===== src/hw/rtl/swe_pkg.sv =====
`default_nettype none

package swe_pkg;

    // Field widths
    localparam int LETTER_W   = 8;
    localparam int ENERGY_W   = 4;
    localparam int WSIZE_W    = 7;
    localparam int OUT_W      = 10;
    localparam int IN_TDATA_W = 8;
    localparam int OUT_TDATA_W = 16;
    localparam int CFG_IDX_W  = 3;
    localparam int CFG_DATA_W = 7;

    // Configuration register indexes
    localparam logic [CFG_IDX_W-1:0] REG_WIN_LEN     = 3'd0;
    localparam logic [CFG_IDX_W-1:0] REG_ENERGY_A    = 3'd1;
    localparam logic [CFG_IDX_W-1:0] REG_ENERGY_C    = 3'd2;
    localparam logic [CFG_IDX_W-1:0] REG_ENERGY_G    = 3'd3;
    localparam logic [CFG_IDX_W-1:0] REG_ENERGY_T    = 3'd4;

    // Nucleotide characters (upper case ASCII)
    localparam logic [LETTER_W-1:0] CHAR_A = 8'h41;
    localparam logic [LETTER_W-1:0] CHAR_C = 8'h43;
    localparam logic [LETTER_W-1:0] CHAR_G = 8'h47;
    localparam logic [LETTER_W-1:0] CHAR_T = 8'h54;

    typedef logic signed [ENERGY_W-1:0] energy_t;

    // Register reset values
    localparam logic [WSIZE_W-1:0] WIN_LEN_RST = 7'd5;
    localparam energy_t ENERGY_A_RST = -4'sd1;
    localparam energy_t ENERGY_C_RST = 4'sd1;
    localparam energy_t ENERGY_G_RST = 4'sd1;
    localparam energy_t ENERGY_T_RST = -4'sd1;

    // Control carried alongside an item from the front stage to the accumulator
    typedef struct packed {
        logic start;   // sum restarts from zero
        logic sub;     // oldest energy leaves the window
        logic emit;    // window full, a result goes out
    } stage_ctl_t;

    // Character to energy; anything other than A, C, G, T scores zero
    function automatic energy_t letter_energy(
        input logic [LETTER_W-1:0] letter,
        input energy_t             ea,
        input energy_t             ec,
        input energy_t             eg,
        input energy_t             et
    );
        energy_t e;
        begin
            case (letter)
                CHAR_A:  e = ea;
                CHAR_C:  e = ec;
                CHAR_G:  e = eg;
                CHAR_T:  e = et;
                default: e = '0;
            endcase
            return e;
        end
    endfunction

endpackage

`default_nettype wire


===== src/hw/rtl/swe_front.sv =====
`default_nettype none

// Front stage: energy lookup, window bookkeeping and the energy ring.
// The ring is written and the leaving entry read at the accepting edge.
module swe_front #(
    parameter int MAX_WINDOW = 64
) (
    input  wire logic                              clk,
    input  wire logic                              rst_n,
    input  wire logic [swe_pkg::WSIZE_W-1:0]       win_len,
    input  wire swe_pkg::energy_t                  energy_a,
    input  wire swe_pkg::energy_t                  energy_c,
    input  wire swe_pkg::energy_t                  energy_g,
    input  wire swe_pkg::energy_t                  energy_t,
    input  wire logic                              in_valid,
    output logic                                   in_ready,
    input  wire logic [swe_pkg::LETTER_W-1:0]      letter,
    input  wire logic                              start_of_sequence,
    output logic                                   s1_valid,
    output swe_pkg::stage_ctl_t                    s1_ctl,
    output swe_pkg::energy_t                       s1_code,
    output swe_pkg::energy_t                       s1_old,
    input  wire logic                              s1_ready
);

    localparam int AW_W  = $clog2(MAX_WINDOW + 1);
    localparam int PTR_W = (MAX_WINDOW > 1) ? $clog2(MAX_WINDOW) : 1;
    localparam int ADR_W = AW_W + 1;
    localparam int CMP_W = (AW_W > swe_pkg::WSIZE_W) ? AW_W : swe_pkg::WSIZE_W;
    localparam int RST_WIN = (MAX_WINDOW < 5) ? MAX_WINDOW : 5;

    localparam logic [AW_W-1:0]  WIN_MAX  = AW_W'(MAX_WINDOW);
    localparam logic [AW_W-1:0]  WIN_RST  = AW_W'(RST_WIN);
    localparam logic [CMP_W-1:0] WIN_LIM  = CMP_W'(MAX_WINDOW);
    localparam logic [PTR_W-1:0] PTR_LAST = PTR_W'(MAX_WINDOW - 1);
    localparam logic [ADR_W-1:0] RING_LEN = ADR_W'(MAX_WINDOW);

    swe_pkg::energy_t ring [MAX_WINDOW];

    logic [PTR_W-1:0] wp_reg, wp_next, wp_eff;
    logic [AW_W-1:0]  fill_reg, fill_next, fill_eff;
    logic [AW_W-1:0]  active_reg, aw_eff, win_clamped;
    logic [CMP_W-1:0] ws_ext;
    logic [ADR_W-1:0] old_sum, old_wrap;
    logic [PTR_W-1:0] old_idx;
    logic             sub, emit, accept;
    swe_pkg::energy_t code;
    logic                s1_valid_reg;
    swe_pkg::stage_ctl_t ctl_reg;
    swe_pkg::energy_t    code_reg, old_reg;

    assign in_ready = !s1_valid_reg || s1_ready;
    assign accept   = in_valid && in_ready;

    // Window size latched at a start: zero counts as one, large values clip
    always_comb
    begin
        ws_ext = CMP_W'(win_len);
        if (ws_ext == '0)
            win_clamped = AW_W'(1);
        else if (ws_ext > WIN_LIM)
            win_clamped = WIN_MAX;
        else
            win_clamped = AW_W'(ws_ext);
    end

    // Pointer, fill and leaving-entry address for the incoming character
    always_comb
    begin
        code      = swe_pkg::letter_energy(letter, energy_a, energy_c, energy_g, energy_t);
        aw_eff    = start_of_sequence ? win_clamped : active_reg;
        wp_eff    = start_of_sequence ? '0 : wp_reg;
        fill_eff  = start_of_sequence ? '0 : fill_reg;
        sub       = (fill_eff >= aw_eff);
        fill_next = sub ? fill_eff : fill_eff + 1'b1;
        emit      = (fill_next >= aw_eff);
        wp_next   = (wp_eff == PTR_LAST) ? '0 : wp_eff + 1'b1;
        old_sum   = ADR_W'(wp_eff) + RING_LEN - ADR_W'(aw_eff);
        old_wrap  = (old_sum >= RING_LEN) ? old_sum - RING_LEN : old_sum;
        old_idx   = old_wrap[PTR_W-1:0];
    end

    // Ring write and leaving-entry read (read returns the value before the write)
    always_ff @(posedge clk)
    begin
        if (accept)
        begin
            ring[wp_eff] <= code;
            old_reg      <= ring[old_idx];
            code_reg     <= code;
        end
    end

    // Window state and stage valid
    always_ff @(posedge clk or negedge rst_n)
    begin
        if (!rst_n)
        begin
            wp_reg       <= '0;
            fill_reg     <= '0;
            active_reg   <= WIN_RST;
            s1_valid_reg <= 1'b0;
            ctl_reg      <= '0;
        end
        else if (accept)
        begin
            wp_reg        <= wp_next;
            fill_reg      <= fill_next;
            active_reg    <= aw_eff;
            s1_valid_reg  <= 1'b1;
            ctl_reg.start <= start_of_sequence;
            ctl_reg.sub   <= sub;
            ctl_reg.emit  <= emit;
        end
        else if (s1_ready)
        begin
            s1_valid_reg <= 1'b0;
        end
    end

    assign s1_valid = s1_valid_reg;
    assign s1_ctl   = ctl_reg;
    assign s1_code  = code_reg;
    assign s1_old   = old_reg;

endmodule

`default_nettype wire


===== src/hw/rtl/swe_accum.sv =====
`default_nettype none

// Accumulator stage: running sum update, saturation and the result register.
module swe_accum #(
    parameter int MAX_WINDOW = 64
) (
    input  wire logic                           clk,
    input  wire logic                           rst_n,
    input  wire logic                           s1_valid,
    input  wire swe_pkg::stage_ctl_t            s1_ctl,
    input  wire swe_pkg::energy_t               s1_code,
    input  wire swe_pkg::energy_t               s1_old,
    output logic                                s1_ready,
    output logic                                out_valid,
    input  wire logic                           out_ready,
    output logic signed [swe_pkg::OUT_W-1:0]    window_energy
);

    localparam int SUM_RAW = $clog2(8 * MAX_WINDOW) + 1;
    localparam int SUM_W   = (SUM_RAW > swe_pkg::OUT_W) ? SUM_RAW : swe_pkg::OUT_W;

    localparam logic signed [SUM_W-1:0] OUT_HI = SUM_W'(511);
    localparam logic signed [SUM_W-1:0] OUT_LO = -SUM_W'(512);

    logic signed [SUM_W-1:0]         sum_reg, sum_next, sum_base, add_val, sub_val;
    logic signed [swe_pkg::OUT_W-1:0] sat_val;
    logic signed [swe_pkg::OUT_W-1:0] out_reg;
    logic                             out_valid_reg;
    logic                             advance;

    assign s1_ready = !out_valid_reg || out_ready;
    assign advance  = s1_valid && s1_ready;

    // New sum: entering energy in, leaving energy out
    always_comb
    begin
        sum_base = s1_ctl.start ? '0 : sum_reg;
        add_val  = SUM_W'(s1_code);
        sub_val  = s1_ctl.sub ? SUM_W'(s1_old) : '0;
        sum_next = sum_base + add_val - sub_val;
        if (sum_next > OUT_HI)
            sat_val = swe_pkg::OUT_W'(OUT_HI);
        else if (sum_next < OUT_LO)
            sat_val = swe_pkg::OUT_W'(OUT_LO);
        else
            sat_val = sum_next[swe_pkg::OUT_W-1:0];
    end

    // Result payload
    always_ff @(posedge clk)
    begin
        if (advance)
            out_reg <= sat_val;
    end

    // Sum and result valid
    always_ff @(posedge clk or negedge rst_n)
    begin
        if (!rst_n)
        begin
            sum_reg       <= '0;
            out_valid_reg <= 1'b0;
        end
        else if (advance)
        begin
            sum_reg       <= sum_next;
            out_valid_reg <= s1_ctl.emit;
        end
        else if (out_ready)
        begin
            out_valid_reg <= 1'b0;
        end
    end

    assign out_valid     = out_valid_reg;
    assign window_energy = out_reg;

endmodule

`default_nettype wire


===== src/hw/rtl/sequence_window_energy.sv =====
`default_nettype none

// Channel   Dir  Handshake          Payload
// s_        in   s_tvalid/s_tready  tdata: letter[7:0]; tuser: start_of_sequence
// m_        out  m_tvalid/m_tready  tdata: window_energy[9:0], zeros above
// cfg_      in   cfg_we             cfg_index selects register, cfg_data value
//
// One character per cycle sustained while m_tready is high; a result shows on m_
// after its transaction passes the ring read register and the result register.
// Reset clears the window as if a start with window size 5 had happened.
// A stalled result holds the accumulator stage, which in turn stalls s_.
// The ring needs no clearing: only entries written since the last start are read.
module sequence_window_energy #(
    parameter int MAX_WINDOW = 64
) (
    input  wire logic                               clk,
    input  wire logic                               rst_n,
    input  wire logic                               s_tvalid,
    output logic                                    s_tready,
    input  wire logic [swe_pkg::IN_TDATA_W-1:0]     s_tdata,   // [7:0] letter
    input  wire logic                               s_tuser,   // [0] start_of_sequence
    output logic                                    m_tvalid,
    input  wire logic                               m_tready,
    output logic [swe_pkg::OUT_TDATA_W-1:0]         m_tdata,   // [9:0] window_energy
    input  wire logic                               cfg_we,
    input  wire logic [swe_pkg::CFG_IDX_W-1:0]      cfg_index,
    input  wire logic [swe_pkg::CFG_DATA_W-1:0]     cfg_data
);

    logic [swe_pkg::WSIZE_W-1:0]      win_len_reg;
    swe_pkg::energy_t                 energy_a_reg, energy_c_reg, energy_g_reg, energy_t_reg;
    logic                             s1_valid, s1_ready;
    swe_pkg::stage_ctl_t              s1_ctl;
    swe_pkg::energy_t                 s1_code, s1_old;
    logic signed [swe_pkg::OUT_W-1:0] window_energy;

    // Configuration registers
    always_ff @(posedge clk or negedge rst_n)
    begin
        if (!rst_n)
        begin
            win_len_reg     <= swe_pkg::WIN_LEN_RST;
            energy_a_reg    <= swe_pkg::ENERGY_A_RST;
            energy_c_reg    <= swe_pkg::ENERGY_C_RST;
            energy_g_reg    <= swe_pkg::ENERGY_G_RST;
            energy_t_reg    <= swe_pkg::ENERGY_T_RST;
        end
        else if (cfg_we)
        begin
            unique case (cfg_index)
                swe_pkg::REG_WIN_LEN:     win_len_reg  <= cfg_data[swe_pkg::WSIZE_W-1:0];
                swe_pkg::REG_ENERGY_A:    energy_a_reg <= cfg_data[swe_pkg::ENERGY_W-1:0];
                swe_pkg::REG_ENERGY_C:    energy_c_reg <= cfg_data[swe_pkg::ENERGY_W-1:0];
                swe_pkg::REG_ENERGY_G:    energy_g_reg <= cfg_data[swe_pkg::ENERGY_W-1:0];
                swe_pkg::REG_ENERGY_T:    energy_t_reg <= cfg_data[swe_pkg::ENERGY_W-1:0];
                default:                  ;
            endcase
        end
    end

    swe_front #(
        .MAX_WINDOW (MAX_WINDOW)
    ) u_front (
        .clk               (clk),
        .rst_n             (rst_n),
        .win_len           (win_len_reg),
        .energy_a          (energy_a_reg),
        .energy_c          (energy_c_reg),
        .energy_g          (energy_g_reg),
        .energy_t          (energy_t_reg),
        .in_valid          (s_tvalid),
        .in_ready          (s_tready),
        .letter            (s_tdata[swe_pkg::LETTER_W-1:0]),
        .start_of_sequence (s_tuser),
        .s1_valid          (s1_valid),
        .s1_ctl            (s1_ctl),
        .s1_code           (s1_code),
        .s1_old            (s1_old),
        .s1_ready          (s1_ready)
    );

    swe_accum #(
        .MAX_WINDOW (MAX_WINDOW)
    ) u_accum (
        .clk           (clk),
        .rst_n         (rst_n),
        .s1_valid      (s1_valid),
        .s1_ctl        (s1_ctl),
        .s1_code       (s1_code),
        .s1_old        (s1_old),
        .s1_ready      (s1_ready),
        .out_valid     (m_tvalid),
        .out_ready     (m_tready),
        .window_energy (window_energy)
    );

    // Result padded with zeros to whole bytes
    assign m_tdata = {{(swe_pkg::OUT_TDATA_W - swe_pkg::OUT_W){1'b0}}, window_energy};

endmodule

`default_nettype wire


===== config.mk =====
export PLATFORM = sky130hd
export DESIGN_NAME = sequence_window_energy
export DESIGN_NICKNAME = d
export VERILOG_FILES = /design/src/hw/rtl/swe_pkg.sv /design/src/hw/rtl/swe_front.sv /design/src/hw/rtl/swe_accum.sv /design/src/hw/rtl/sequence_window_energy.sv
export SDC_FILE = /design/constraint.sdc
export NUM_CORES = 1
export LEC_CHECK = 0
export BUFFER_PORTS_ARGS = -buffer_cell sky130_fd_sc_hd__buf_2
export CORE_ASPECT_RATIO = 2
export CORE_MARGIN = 2
export CORE_UTILIZATION = 39
export CTS_CLUSTER_SIZE = 10
export DETAILED_ROUTE_END_ITERATION = 16
export PLACE_DENSITY = 0.51
export SLEW_MARGIN = 25
export SYNTH_ARGS = -nofsm -noshare
export SYNTH_HDL_FRONTEND = slang
export SYNTH_SLANG_ARGS = --single-unit

===== constraint.sdc =====
create_clock -name clk -period 6.3 [get_ports clk]
set_input_delay 1.26 -clock clk [delete_from_list [all_inputs] [get_ports clk]]
set_output_delay 1.26 -clock clk [all_outputs]
set_load 0.03 [all_outputs]

Word-level counts from Yosys, hierarchy flattened

Memories as Yosys holds them, arrays and structs flattened. A register that Yosys moved wholly into a read port is not among the register bits.
Index checks and enable logic that the tools add are counted.

Flip-flop bits (word level): 72
Bits in writable memories: 256
Input port bits: 24
Word-level logic and storage cells: 72
Memories: 1

Memories:

| name         | words | width | rd ports | clocked after Yosys merged registers in | wr ports | RTL line        | source |
|---|---|---|---|---|---|---|---|
| u_front.ring | 64    | 4     | 1        | 1                                       | 1        | swe_front.sv:38 | `swe_pkg::energy_t ring [MAX_WINDOW];` |

$add $sub $neg: 7
$lt $le $gt $ge: 6
Equal/unequal tests: 9
Muxes and demuxes: 18
Reductions and logical operators: 15

Operator list:

| kind                 | count |
|---|---|
| $mux 7               | 5 |
| $eq 8x7->1 const B   | 4 |
| $mux 10              | 3 |
| $mux 6               | 3 |
| $pmux 4 s4           | 1 |
| $ge 7x7->1           | 2 |
| $add 10x4->10        | 1 |
| $gt 10x10->1 const B | 1 |
| $lt 10x10->1 const B | 1 |
| $reduce_and 2->1     | 5 |
| $sub 10x10->10       | 1 |
| $add 6x7->8 const B  | 1 |
| $ge 8x7->1 const B   | 1 |
| $sub 8x7->8          | 1 |
| $add 7x1->7 const B  | 1 |
| $gt 7x7->1 const B   | 1 |
| $logic_not 7->1      | 1 |
| $add 6x1->6 const B  | 1 |
| $eq 3x2->1 const B   | 2 |
| $eq 6x6->1 const B   | 1 |
| $mux 1               | 6 |
| $sub 6x1->6 const B  | 1 |
| $reduce_bool 2->1    | 2 |
| $eq 3x1->1 const B   | 1 |
| other kinds (5)      | 8 |

Logic depth before layout (Yosys ltp)

Gate-level depths: netlist of run 1.

Depth in word-level cells: 7
Mapped depth: 18

By module

A second synthesis of run 1 with hierarchy kept.

Cells, all modules: 950
Area total of the unflattened synthesis: 14985.6 um2

Modules (own cells, without submodules):

| module                 | instances | cells each | area each (um2) | seq. area each (um2) |
|---|---|---|---|---|
| swe_front              | 1         | 740        | 12517.0         | 8530.7 |
| swe_accum              | 1         | 152        | 1500.2          | 575.6 |
| sequence_window_energy | 1         | 58         | 968.4           | 590.6 |

Worst setup path before layout of run 1

OpenSTA, ideal clock, no wires.

Kind: input-to-reg
Start: in s_tdata[3] (netlist name)
End: mem u_front.ring[0][0] (netlist name), data pin
Setup time: 0.709 ns
Arrival time: 4.744 ns
Data required time: 5.591 ns
Slack: 0.847 ns
Stages: 4
Path buffers: 0
Cell sequence: or4b_2 -> nor2_1 -> nand2_1 -> o21ai_0

Cells in the longest elaborated chain, start to end: 2
Elaborated cells on any way between the ends: 5
Classes of those cells: eq/ne (4); mux (1)

Ends and longest elaborated chain:

| what                | RTL line                     | source |
|---|---|---|
| start, declared     | sequence_window_energy.sv:20 | `input wire logic [swe_pkg::IN_TDATA_W-1:0] s_tdata,` |
| $eq 8x7->1          | swe_pkg.sv:54                | `case (letter)` |
| $pmux 4 s4 *        | swe_pkg.sv:54                |  |
| net u_front.code[0] | swe_front.sv:47              | `swe_pkg::energy_t code;` |
| end, declared       | swe_front.sv:38              |  |

Mark *: on every way through the listed nets, which the timed path passes. The rest lies on a longest branch.

Worst setup path in the final report of run 1

Start: in s_tuser
End: reg u_front.ctl_reg (netlist bit u_front.s1_ctl[0])

Cells in the longest elaborated chain, start to end: 4
Elaborated cells on any way between the ends: 6
Classes of those cells: add/sub (1); order compare (2); mux (3)

Ends and longest elaborated chain:

| what                     | RTL line                     | source |
|---|---|---|
| start, declared          | sequence_window_energy.sv:21 | `input wire logic s_tuser,` |
| $mux 7                   | swe_front.sv:71              | `aw_eff = start_of_sequence ? win_clamped : active_reg;` |
| net u_front.aw_eff[0]    | swe_front.sv:42              | `logic [AW_W-1:0] active_reg, aw_eff, win_clamped;` |
| $ge 7x7->1               | swe_front.sv:74              | `sub = (fill_eff >= aw_eff);` |
| $mux 7                   | swe_front.sv:75              | `fill_next = sub ? fill_eff : fill_eff + 1'b1;` |
| net u_front.fill_next[1] | swe_front.sv:41              | `logic [AW_W-1:0] fill_reg, fill_next, fill_eff;` |
| $ge 7x7->1               | swe_front.sv:76              | `emit = (fill_next >= aw_eff);` |
| end, declared            | swe_front.sv:49              | `swe_pkg::stage_ctl_t ctl_reg;` |

The timed path passes the listed nets, and every way through them passes these cells.
A chain may end at the register's enable or synchronous reset.

==> metrics.txt, run 1 <==
Max Fclk roughly 200 MHz; Post-Synth Simple-Gate Area under 10%; Largest stage delay, worst path approximately 460 ps; Cell Area, Placed about 0.015 mm²; CTS resizes 0; fin crit share 80.23%; Top Ports 42; DRC errors left 0; Design Power roughly 7100 µW; Syn Area/Cell around 16 µm²; asr flop ratio synth 17.47%; via count approximately 7600; # clock sinks approximately 330; Final ANT Viol Nets 0; VDD IR max ~170 µV; GRT Total Usage about 17%; DRT iter0 DRCs roughly 370; initial antenna violation count 0; Post-Synthesis Cell Area 0.01476 mm²; DIE WIDTH roughly 140 µm; post-synth top area share approximately 56%; num rows 100; Sw Ratio 31.70%; Post-DP HPWL between 20000 and 25000 µm; CTS tree done; max-cap viol count 0; CP startpoint kind input pin; Inserted Diodes 0; crit path DAT approximately 5500 ps; top-count cell post-synth edfxtp_1; pwr dens roughly 430 mW/mm²; slew at the pin with the worst max-slew slack 827.8 ps; IO buf count 35; DR vias/cell between 5 and 6; Worst-path clk slew ~60 ps; power share of the sequential group 38.0%; most frequent cells after synthesis edfxtp_1 (274), nor2_1 (91), mux4_2 (77), nand2_1 (55), dfrtp_1 (44); global-route wire length before repair approximately 50000 µm; cts hold-fix bufs 0; largest family of logic cells by synthesized area multiplexers; WHS between 400 and 500 ps; area leader, netlist edfxtp_1; clock network power share about 28%; vias in the first global route approximately 8300; Clock Skews between 15 and 20 ps; unrepaired setup endpoints after global routing no; Post-synth EDFFs approximately 270; Required @ worst endpoint between 6000 and 7000 ps; largest net degree at the start of global routing 66; Compound-Gate Fraction of Synth Area under 10%; Design Area, Final ~0.017 mm²; Max FO, Critical Path 23; Int Pwr 4873 µW; remaining global-route overflow 0; switching power roughly 2300 µW; post-CTS setup buffer count 0; minimum clock period around 5100 ps; Slowest-stage cell, CP mux2_2; CTS buffer count 39; fin nets between 1000 and 1500; clock root cell clkbuf_16; drt total wl ~33000 µm; share of layout cells above drive strength 1 24.84%; Starting Density slightly below 40%; CP Cell Sequence buf_2, mux2_2, ha_1, or3b_1, a21oi_2, o21ai_1, a21oi_1, mux2_2, ha_1, a21o_1, a211oi_4, nor2_1, a2111oi_1, maj3_2, o22ai_2; Static Leakage 0.006011 µW; setup TNS 0 ps; final hold violation count 0; latest clock arrival within the worst-skew pair around 530 ps; Top delay family on crit path compound AO/OA/AOI/OAI gates; max reg flops 256; core area 0.03729 mm²; CP Class in2reg; die height roughly 280 µm; mux cell area share after synthesis between 10% and 20%; synthesized flop and latch total approximately 330; worst min-delay path category reg2reg; Synth warnings 0; final-report setup violation count 0; Final Max Slew Viols 0; GP Congestion 0.7819; Comb power frac 34.5%; Unique masters post-synth between 60 and 70; post-synthesis xor/xnor area fraction ~1.1%; Buf/Inv on CP 1; Synth Area in Adders under 10%; area grow syn2layout 12.24%; endpoint class of the critical path register; Detailed Routing Iterations Pass 1 4; ranking of synthesized cells by area edfxtp_1 (56%), mux4_2 (12%), dfrtp_1 (7.5%); Routed WL per cell roughly 23 µm; sequential area share after synthesis between 60 and 70%; die area approximately 0.040 mm²; commonest register cell after synthesis edfxtp_1; Clock Tree Buf Depth 3; htree depth 2; cells after synthesis between 800 and 900; status finished clean; Rel. slew slack approximately 44%
-- worst register-to-register path, delay by kind of cell (launching register included) --
family	cells	cell delay, ps
AOI/OAI and AO/OA	8	1730
DFF	1	560
adders and majority gates	3	840
and+or+nand+nor	4	590
muxes	2	740
-- worst paths after layout --
check / startpoint / end / slack, ps / depth (start not counted)
setup / recovery: s_tuser / u_front.s1_ctl[0] / 1250 / 15
hold / removal: u_front.active_reg[2] / u_front.active_reg[2] / 490 / 2
setup reg to reg: win_len_reg[2] / u_front.s1_ctl[0] / 1710 / 17
hold reg to reg: u_front.active_reg[2] / u_front.active_reg[2] / 490 / 2
max in group asynchronous: rst_n / u_accum.sum_reg[3] / 4850 / 2
min in group asynchronous: rst_n / energy_g_reg[1] / 890 / 2
-- area by class of cell --
type                    count  area (µm²)
well taps                 459       574.3
clock inverters             3       41.29
inverters                  39       146.4
multi-input cells         493        4790
repair buffers             48       297.8
flip-flops and latches    332        9697
clock buffers              51        1021
fillers                  3343       20720
-- logic make-up after synthesis --
group,count (synthesis)
buf+inv,76
compound gates,74
fa+ha+maj,39
mux,140
xor+xnor,18
other cells,1
simple gates,216
flops,332
-- per-stage QoR --
step	util, %	setup WS (ps)	std cells
floorplan	-	846.8	901
global placement	41.54	738.2	1371
detailed placement	41.54	693.4	1371
CTS	44.39	1233	1425
global route	44.43	1001	1425
finish	44.43	1246	1425
-- power by group through the flow --
stage	logic, µW	clock network (µW)	registers [µW]
2_1_floorplan	1810	0	2790
3_3_place_gp	2510	0	2750
3_5_place_dp	2530	0	2750
4_1_cts	2530	2020	2710
5_1_grt	2710	2090	2730
6_report	2460	1970	2710
-- per-layer routing --
layer | up-vias | share of wire (%) | global-route usage (%)
li1 | 3505 | - | -
met1 | 3906 | 35 | 17.17
met2 | 126 | 59 | 34.20
met3 | 59 | 2.4 | 2.161
met4 | 0 | 3.9 | 7.103
met5 | - | 0 | 0
-- cells in the final DEF, fill, tap and decap left out, drive strengths merged, types with 3 or more instances in the layout --
| cell type | Yosys | layout |
|---|---|---|
| fa | 10 | 10 |
| mux4 | 80 | 80 |
| nor2b | 17 | 17 |
| xor2 | 6 | 6 |
| edfxtp | 274 | 274 |
| nand2 | 55 | 55 |
| inv | 38 | 39 |
| conb | 1 | 6 |
| nand2b | 13 | 13 |
| clkinv | 1 | 3 |
| buf | 19 | 48 |
| a22oi | 3 | 3 |
| xnor2 | 12 | 12 |
| a21o | 5 | 5 |
| nor2 | 92 | 92 |
| nor3b | 5 | 5 |
| dfrtp | 44 | 44 |
| nor3 | 7 | 7 |
| dfstp | 14 | 14 |
| a211oi | 3 | 3 |
| o21a | 3 | 3 |
| o21ai | 28 | 28 |
| clkbuf | 18 | 51 |
| mux2 | 37 | 37 |
| a21oi | 15 | 15 |
| mux2i | 23 | 23 |
| and2 | 4 | 4 |
| nand3 | 9 | 9 |
| ha | 28 | 28 |
| a21boi | 3 | 3 |
Power figures use the tool's default switching activity.
==> run 2: changes to the inputs <==
--- a/config.mk
+++ b/config.mk
@@ -11,7 +11,7 @@
 export CORE_UTILIZATION = 39
 export CTS_CLUSTER_SIZE = 10
 export DETAILED_ROUTE_END_ITERATION = 16
-export PLACE_DENSITY = 0.51
+export PLACE_DENSITY = 0.53
 export SLEW_MARGIN = 25
 export SYNTH_ARGS = -nofsm -noshare
 export SYNTH_HDL_FRONTEND = slang
==> constraint.sdc (replaced) <==
create_clock -name clk -period 4.5 [get_ports clk]
set_input_delay 0.9 -clock clk [delete_from_list [all_inputs] [get_ports clk]]
set_output_delay 0.9 -clock clk [all_outputs]
set_load 0.03 [all_outputs]
==> run 2 against run 1 <==
Effect of this change: wire length up 1.5%; largest power group unchanged; sequential share of layout area shrank 1.0 points; utilization is 0.81 points higher; clock-buffer cell count down 1; global-route usage rose by 0.40 points; highest routed layer unchanged; critical path type is now reg2reg; die area is the same; flip-flop and latch count did not move; clock skew up 3.7 ps.
==> metrics.txt, run 2 (synthesis results as in run 1) <==
max reg flops 256 (unchanged); clock root cell clkbuf_16; die area 0.03951 mm² (unchanged); via count 7755 (+2.1%); Final Max Slew Viols 0 (unchanged); largest net degree at the start of global routing 66 (unchanged); area grow syn2layout 14.28%; Final ANT Viol Nets 0 (unchanged); num rows 100 (unchanged); share of layout cells above drive strength 1 27.20% (+2.4 points); cts hold-fix bufs 0 (unchanged); DIE WIDTH 141.6 µm (unchanged); latest clock arrival within the worst-skew pair 550 ps (+20 ps); DR vias/cell 5.356 (+0.47%); Cell Area, Placed 0.01572 mm² (+1.5%); Max Fclk about 240 MHz; CP Class reg2reg; max-cap viol count 0 (unchanged); Post-DP HPWL 23300 µm (+5.3%); Clock Skews 21.72 ps (+3.747 ps); fin nets 1039 (+2.4%); Top delay family on crit path compound AO/OA/AOI/OAI gates; VDD IR max 328.3 µV (+95%); core area 0.03729 mm² (unchanged); Design Power 10170 µW (+42%); IO buf count 35 (unchanged); Multi-input gate area 0.004796 mm² (+0.13%); register area 0.009697 mm² (unchanged); # clock sinks 332 (unchanged); Required @ worst endpoint 4920 ps (-1780 ps); number of cells on the worst reg-to-reg path 17 (unchanged); GRT Total Usage 17.45% (+0.40 points); FF-to-FF End u_front.s1_ctl[0]; Rel. slew slack 35.54% (-8.8 points); hold endpoint u_front.fill_reg[1]; CP Cell Sequence nor3_1, a21oi_1, nor2_1, mux2_2, ha_1, or3b_1, a21oi_2, o21ai_2, a21oi_2, mux2_4, ha_1, a21o_1, a211oi_4, nor2_1, a2111oi_2, maj3_2, o22ai_2; Final Util 45.24% (+0.81 points); remaining global-route overflow 0 (unchanged); Static Leakage 0.006184 µW (+2.9%); Slowest-stage cell, CP dfstp_2; drt total wl 33130 µm (+1.5%); Detailed Routing Iterations Pass 1 4 (unchanged); most common cell after layout, fill and taps aside edfxtp_1; Inserted Diodes 0 (unchanged); Routed WL per cell 22.88 µm (-0.16%); endpoint class of the critical path register; htree depth 2 (unchanged); CTS tree done; CP startpoint kind register; Hold Path Origin u_front.fill_reg[1]; Top Ports 42 (unchanged); Worst-path clk slew 60 ps (about the same); Max FO, Critical Path 3 (-87%); most frequent cells in the layout edfxtp_1 (274), nor2_1 (91), mux4_2 (77); DRT iter0 DRCs 376 (+0.53%); GP Congestion 0.8346 (+6.7%); Largest stage delay, worst path 540 ps (+80 ps); DRC errors left 0 (unchanged); Design Area, Final 0.01687 mm² (+1.8%); final-report setup violation count 0 (unchanged); crit path DAT 4610 ps (-840 ps); Clock Tree Buf Depth 3 (unchanged); worst min-delay path category reg2reg; die height 279.1 µm (unchanged); pwr dens 602.7 mW/mm² (+40%); slew at the pin with the worst max-slew slack 963.3 ps (+135.4 ps); fin crit share 93.20%; setup slack, reg-to-reg 310 ps (-1400 ps); fill count 3280 (-1.9%); RR Startpoint win_len_reg[2]; Buf/Inv on CP 0 (-1); vias in the first global route 8670 (+3.9%); CTS buffer count 39 (unchanged); initial antenna violation count 0 (unchanged); status finished clean; final hold violation count 0 (unchanged); global-route wire length before repair 50940 µm (+2.1%); Starting Density 39.59% (unchanged); hold path depth 2 (unchanged); minimum clock period 4194 ps
==> run 2: cell types whose count changed in the layout (fill, tap and decap cells not counted), moves of 2 or more <==
cell | before | now
buf_12 | 2 | 6
clkbuf_1 | 12 | 9
clkinv_8 | 2 | 0
buf_4 | 11 | 30
==> run 2: per-stage QoR <==
step                      worst slack (ps)  hold WS [ps]  TNS, ps  instances
final                                305.8         463.9        0       1448
after global routing                -11.92         509.7   -11.92       1448
after detailed placement             25.45         454.6        0       1393
after CTS                            253.9         466.4        0       1446
after floorplan                     -593.2         437.9  -115670        901
after global placement               56.29         461.1        0       1393
==> run 2: where the power goes <==
part	leakage (µW)	switching (µW)	total [µW]	internal [µW]
logic	0.00223	1870	3550	1670
registers	0.00342	132	3780	3650
clock network	0.000536	1210	2840	1630
==> run 2: worst max-delay path by stage <==
stage	start	end	slack, ps	cells after the start
6_report	win_len_reg[2]	u_front.s1_ctl[0]	310	17
2_1_floorplan	s_tdata[3]	u_front.ring[0][0]	-590	4
3_5_place_dp	s_tuser	u_front.s1_ctl[0]	30	15
4_1_cts	win_len_reg[2]	u_front.s1_ctl[0]	250	17
3_3_place_gp	s_tuser	u_front.s1_ctl[0]	60	15
5_1_grt	win_len_reg[2]	u_front.s1_ctl[0]	-10	17
==> run 2: layout make-up <==
type / count / share of cell area (%)
Sequential cell: 332 / 57.48
Multi-Input combinational cell: 493 / 28.43
Clock buffer: 50 / 6.216
Tap cell: 459 / 3.405
Timing Repair Buffer: 72 / 3.249
Inverter: 39 / 0.8678
Clock inverter: 3 / 0.3486
==> run 2: tightest hold or removal path, cell delays in order, from the launching register on <==
cell and delay, ps:
dfrtp_1 330, nand2_1 50, nand2_1 50
==> run 2: repair_timing <==
item,in CTS,in global routing
setup buffers,0,1
endpoints found under the setup margin,0,1
resized for setup,0,1
==> run 2: metal layers <==
layer / vias to the layer above / track usage (%) / wire (µm)
met4: 0 / 8.436 / 1521
met5: - / 0 / 0
met2: 148 / 34.95 / 19520
met3: 74 / 1.989 / 894
met1: 3960 / 17.25 / 11190
li1: 3573 / - / -
==> run 3: changes to the inputs <==
--- a/config.mk
+++ b/config.mk
@@ -5,7 +5,9 @@
 export SDC_FILE = /design/constraint.sdc
 export NUM_CORES = 1
 export LEC_CHECK = 0
+export ABC_AREA = 1
 export BUFFER_PORTS_ARGS = -buffer_cell sky130_fd_sc_hd__buf_2
+export CAP_MARGIN = 20
 export CORE_ASPECT_RATIO = 2
 export CORE_MARGIN = 2
 export CORE_UTILIZATION = 39
==> run 3 against run 2 <==
Effect of this change: global-route usage grew 2.7 points; power is essentially flat; register-to-register slack gained 520 ps; flip-flop and latch count is the same; cell count grew 36%; clock-buffer cell count grew 19; wire length grew 18%; clock power is essentially flat; utilization shrank 0.46 points; sequential power is essentially flat; combinational power is essentially flat; critical path type unchanged; largest cell class unchanged; highest routed layer unchanged.
==> metrics.txt, run 3 <==
status finished clean; vias in the first global route 10865 (+25%); crit path DAT 4110 ps (-500 ps); DRC errors left 0 (unchanged); unrepaired setup endpoints after global routing no; post-CTS setup buffer count 0 (unchanged); CP startpoint kind register; max-cap viol count 0 (unchanged); number of cells on the worst reg-to-reg path 28 (+11); Unique masters post-synth 43 (-34%); num rows 101 (+1.0%); CTS tree done; clock root cell clkbuf_16; latest clock arrival within the worst-skew pair 540 ps (about the same); final-report setup violation count 0 (unchanged); register area 0.009697 mm² (unchanged); IO buf count 35 (unchanged); htree depth 2 (unchanged); top-count cell post-synth nor2_1; Syn Area/Cell 10.83 µm² (-34%); Required @ worst endpoint 4930 ps (about the same); Max Fclk 271.8 MHz (+14%); DIE WIDTH 142.8 µm (+0.86%); Largest stage delay, worst path 550 ps (about the same); final hold violation count 0 (unchanged); Detailed Routing Iterations Pass 1 5 (+1); setup TNS 0 ps (unchanged); synthesized flop and latch total 332 (unchanged); Static Leakage 0.006589 µW (+6.6%); fin nets 1490 (+43%); Cell Area, Placed 0.01589 mm² (+1.1%); ranking of synthesized cells by area edfxtp_1 (55%), nor2_1 (7.4%), dfrtp_1 (7.3%); Slowest-stage cell, CP dfstp_2; Worst-path clk slew 50 ps (about the same); commonest register cell after synthesis edfxtp_1; Post-DP HPWL 26720 µm (+15%); initial antenna violation count 0 (unchanged); area leader, netlist edfxtp_1; die height 281.6 µm (+0.88%); Clock Tree Buf Depth 3 (unchanged); most frequent cells after synthesis nor2_1 (296), edfxtp_1 (274), nand2_1 (206), o21ai_0 (116), inv_1 (114); cells after synthesis 1387 (+55%); Top Ports 42 (unchanged); minimum clock period 3679 ps (-515.0 ps); Design Area, Final 0.01703 mm² (+0.97%); via count 10273 (+32%); core area 0.03804 mm² (+2.0%); CTS buffer count 39 (unchanged); CTS resizes 0 (unchanged); cts hold-fix bufs 0 (unchanged); remaining global-route overflow 0 (unchanged); GP Congestion 0.8620 (+3.3%); fill count 3544 (+8.0%); Final Util 44.78% (-0.46 points); Final ANT Viol Nets 0 (unchanged); sequential area share after synthesis 64.54% (-1.2 points); pwr dens 596.5 mW/mm² (-1.0%); most common cell after layout, fill and taps aside nor2_1; DR vias/cell 5.204 (-2.8%); drt total wl 39150 µm (+18%); global-route wire length before repair 60830 µm (+19%); post-synth top area share 54.76% (-0.98 points); Final Max Slew Viols 0 (unchanged); worst min-delay path category reg2reg; slew at the pin with the worst max-slew slack 924.9 ps (-38.36 ps); asr flop ratio synth 17.47% (unchanged); Clock Skews 27.46 ps (+5.742 ps); VDD IR max 356.1 µV (+8.5%); fin crit share 81.76% (-11 points); max reg flops 256 (unchanged); Max FO, Critical Path 7 (+4); CP Class reg2reg; Routed WL per cell 19.83 µm (-13%); Post-synth EDFFs 274 (unchanged); endpoint class of the critical path register; Synth warnings 0 (unchanged); Starting Density 39.50% (-0.089 points); hold path depth 2 (unchanged); area grow syn2layout 13.37%; GRT Total Usage 20.13% (+2.7 points); Multi-input gate area 0.004682 mm² (-2.4%); share of layout cells above drive strength 1 9.527% (-18 points); largest net degree at the start of global routing 81 (+23%); Rel. slew slack 38.34% (+2.8 points); Inserted Diodes 0 (unchanged); most frequent cells in the layout nor2_1 (296), edfxtp_1 (274), nand2_1 (206); die area 0.04020 mm² (+1.7%); most frequent CP cell nand2_1; DRT iter0 DRCs 583 (+55%); # clock sinks 332 (unchanged); Post-Synthesis Cell Area 0.01502 mm² (+1.8%)
[run 3: cell count changes after synthesis, sizes merged, moves of 15 or more]
cell    change
clkbuf     +19
mux2       -36
o32ai      +60
nand3      +41
mux2i      -19
o21ai      +95
o22ai      +15
nor2      +205
nor2b      -17
inv        +80
mux4       -80
nand2     +153
[run 3: metal layers]
metal / part of all wire (%) / GRT usage [%] / wire, µm
met2: 57 / 40.24 / 22360
met4: 4.8 / 9.622 / 1893
met1: 35 / 20.23 / 13610
met3: 3.3 / 2.055 / 1283
met5: 0 / 0 / 0
[run 3: final cells by class]
type	instances	area share (%)
clock buffers	69	6.516
clock inverters	3	0.1983
inverters	119	2.630
multi-input cells	877	27.49
flip-flops and latches	332	56.93
well taps	515	3.783
repair buffers	59	2.454
[run 3: worst paths after layout]
path                                       start               endpoint  slack, ps
setup / recovery                  win_len_reg[2]      u_front.s1_ctl[0]        820
hold / removal             u_front.active_reg[6]  u_front.active_reg[6]        480
setup reg to reg                  win_len_reg[2]      u_front.s1_ctl[0]        820
hold reg to reg            u_front.active_reg[6]  u_front.active_reg[6]        480
max in group asynchronous                  rst_n  u_front.active_reg[0]       3060
min in group asynchronous                  rst_n        energy_g_reg[2]        510
[run 3: metrics by stage]
stage / setup WS (ps) / hold WS (ps) / std cells / power [µW]
floorplan: 843.4 / 447.8 / 1392 / 6276
global placement: 436.5 / 463.6 / 1902 / 7357
detailed placement: 438.4 / 469.2 / 1902 / 7382
CTS: 781.7 / 482.7 / 1974 / 10250
global route: 392.4 / 500.4 / 1974 / 10820
finish: 820.9 / 481.6 / 1974 / 10160
[run 3: logic make-up after synthesis]
kind of cell,count (synthesis),synth area share (%)
and+or+nand+nor,571,15.20
DFF,332,64.54
AOI/OAI and AO/OA,235,10.02
buffers and inverters,183,4.905
adders and majority gates,38,3.664
xor gates and xnor gates,22,1.282
muxes,5,0.3664
other,1,0.02496
[run 3: worst max-delay path: cells and delay by family, from the launching register on]
family	cells	cell delay, ps
flops	1	550
simple gates	18	1330
buf+inv	2	90
mux	1	320
fa+ha+maj	2	630
compound gates	5	650
[run 3: power breakdown]
part           internal, µW  switching [µW]  leakage (µW)  total (µW)
registers              3640             109       0.00347        3750
logic                  1190            2360       0.00258        3550
clock network          1670            1190      0.000543        2860
total                  6490            3670       0.00659       10200
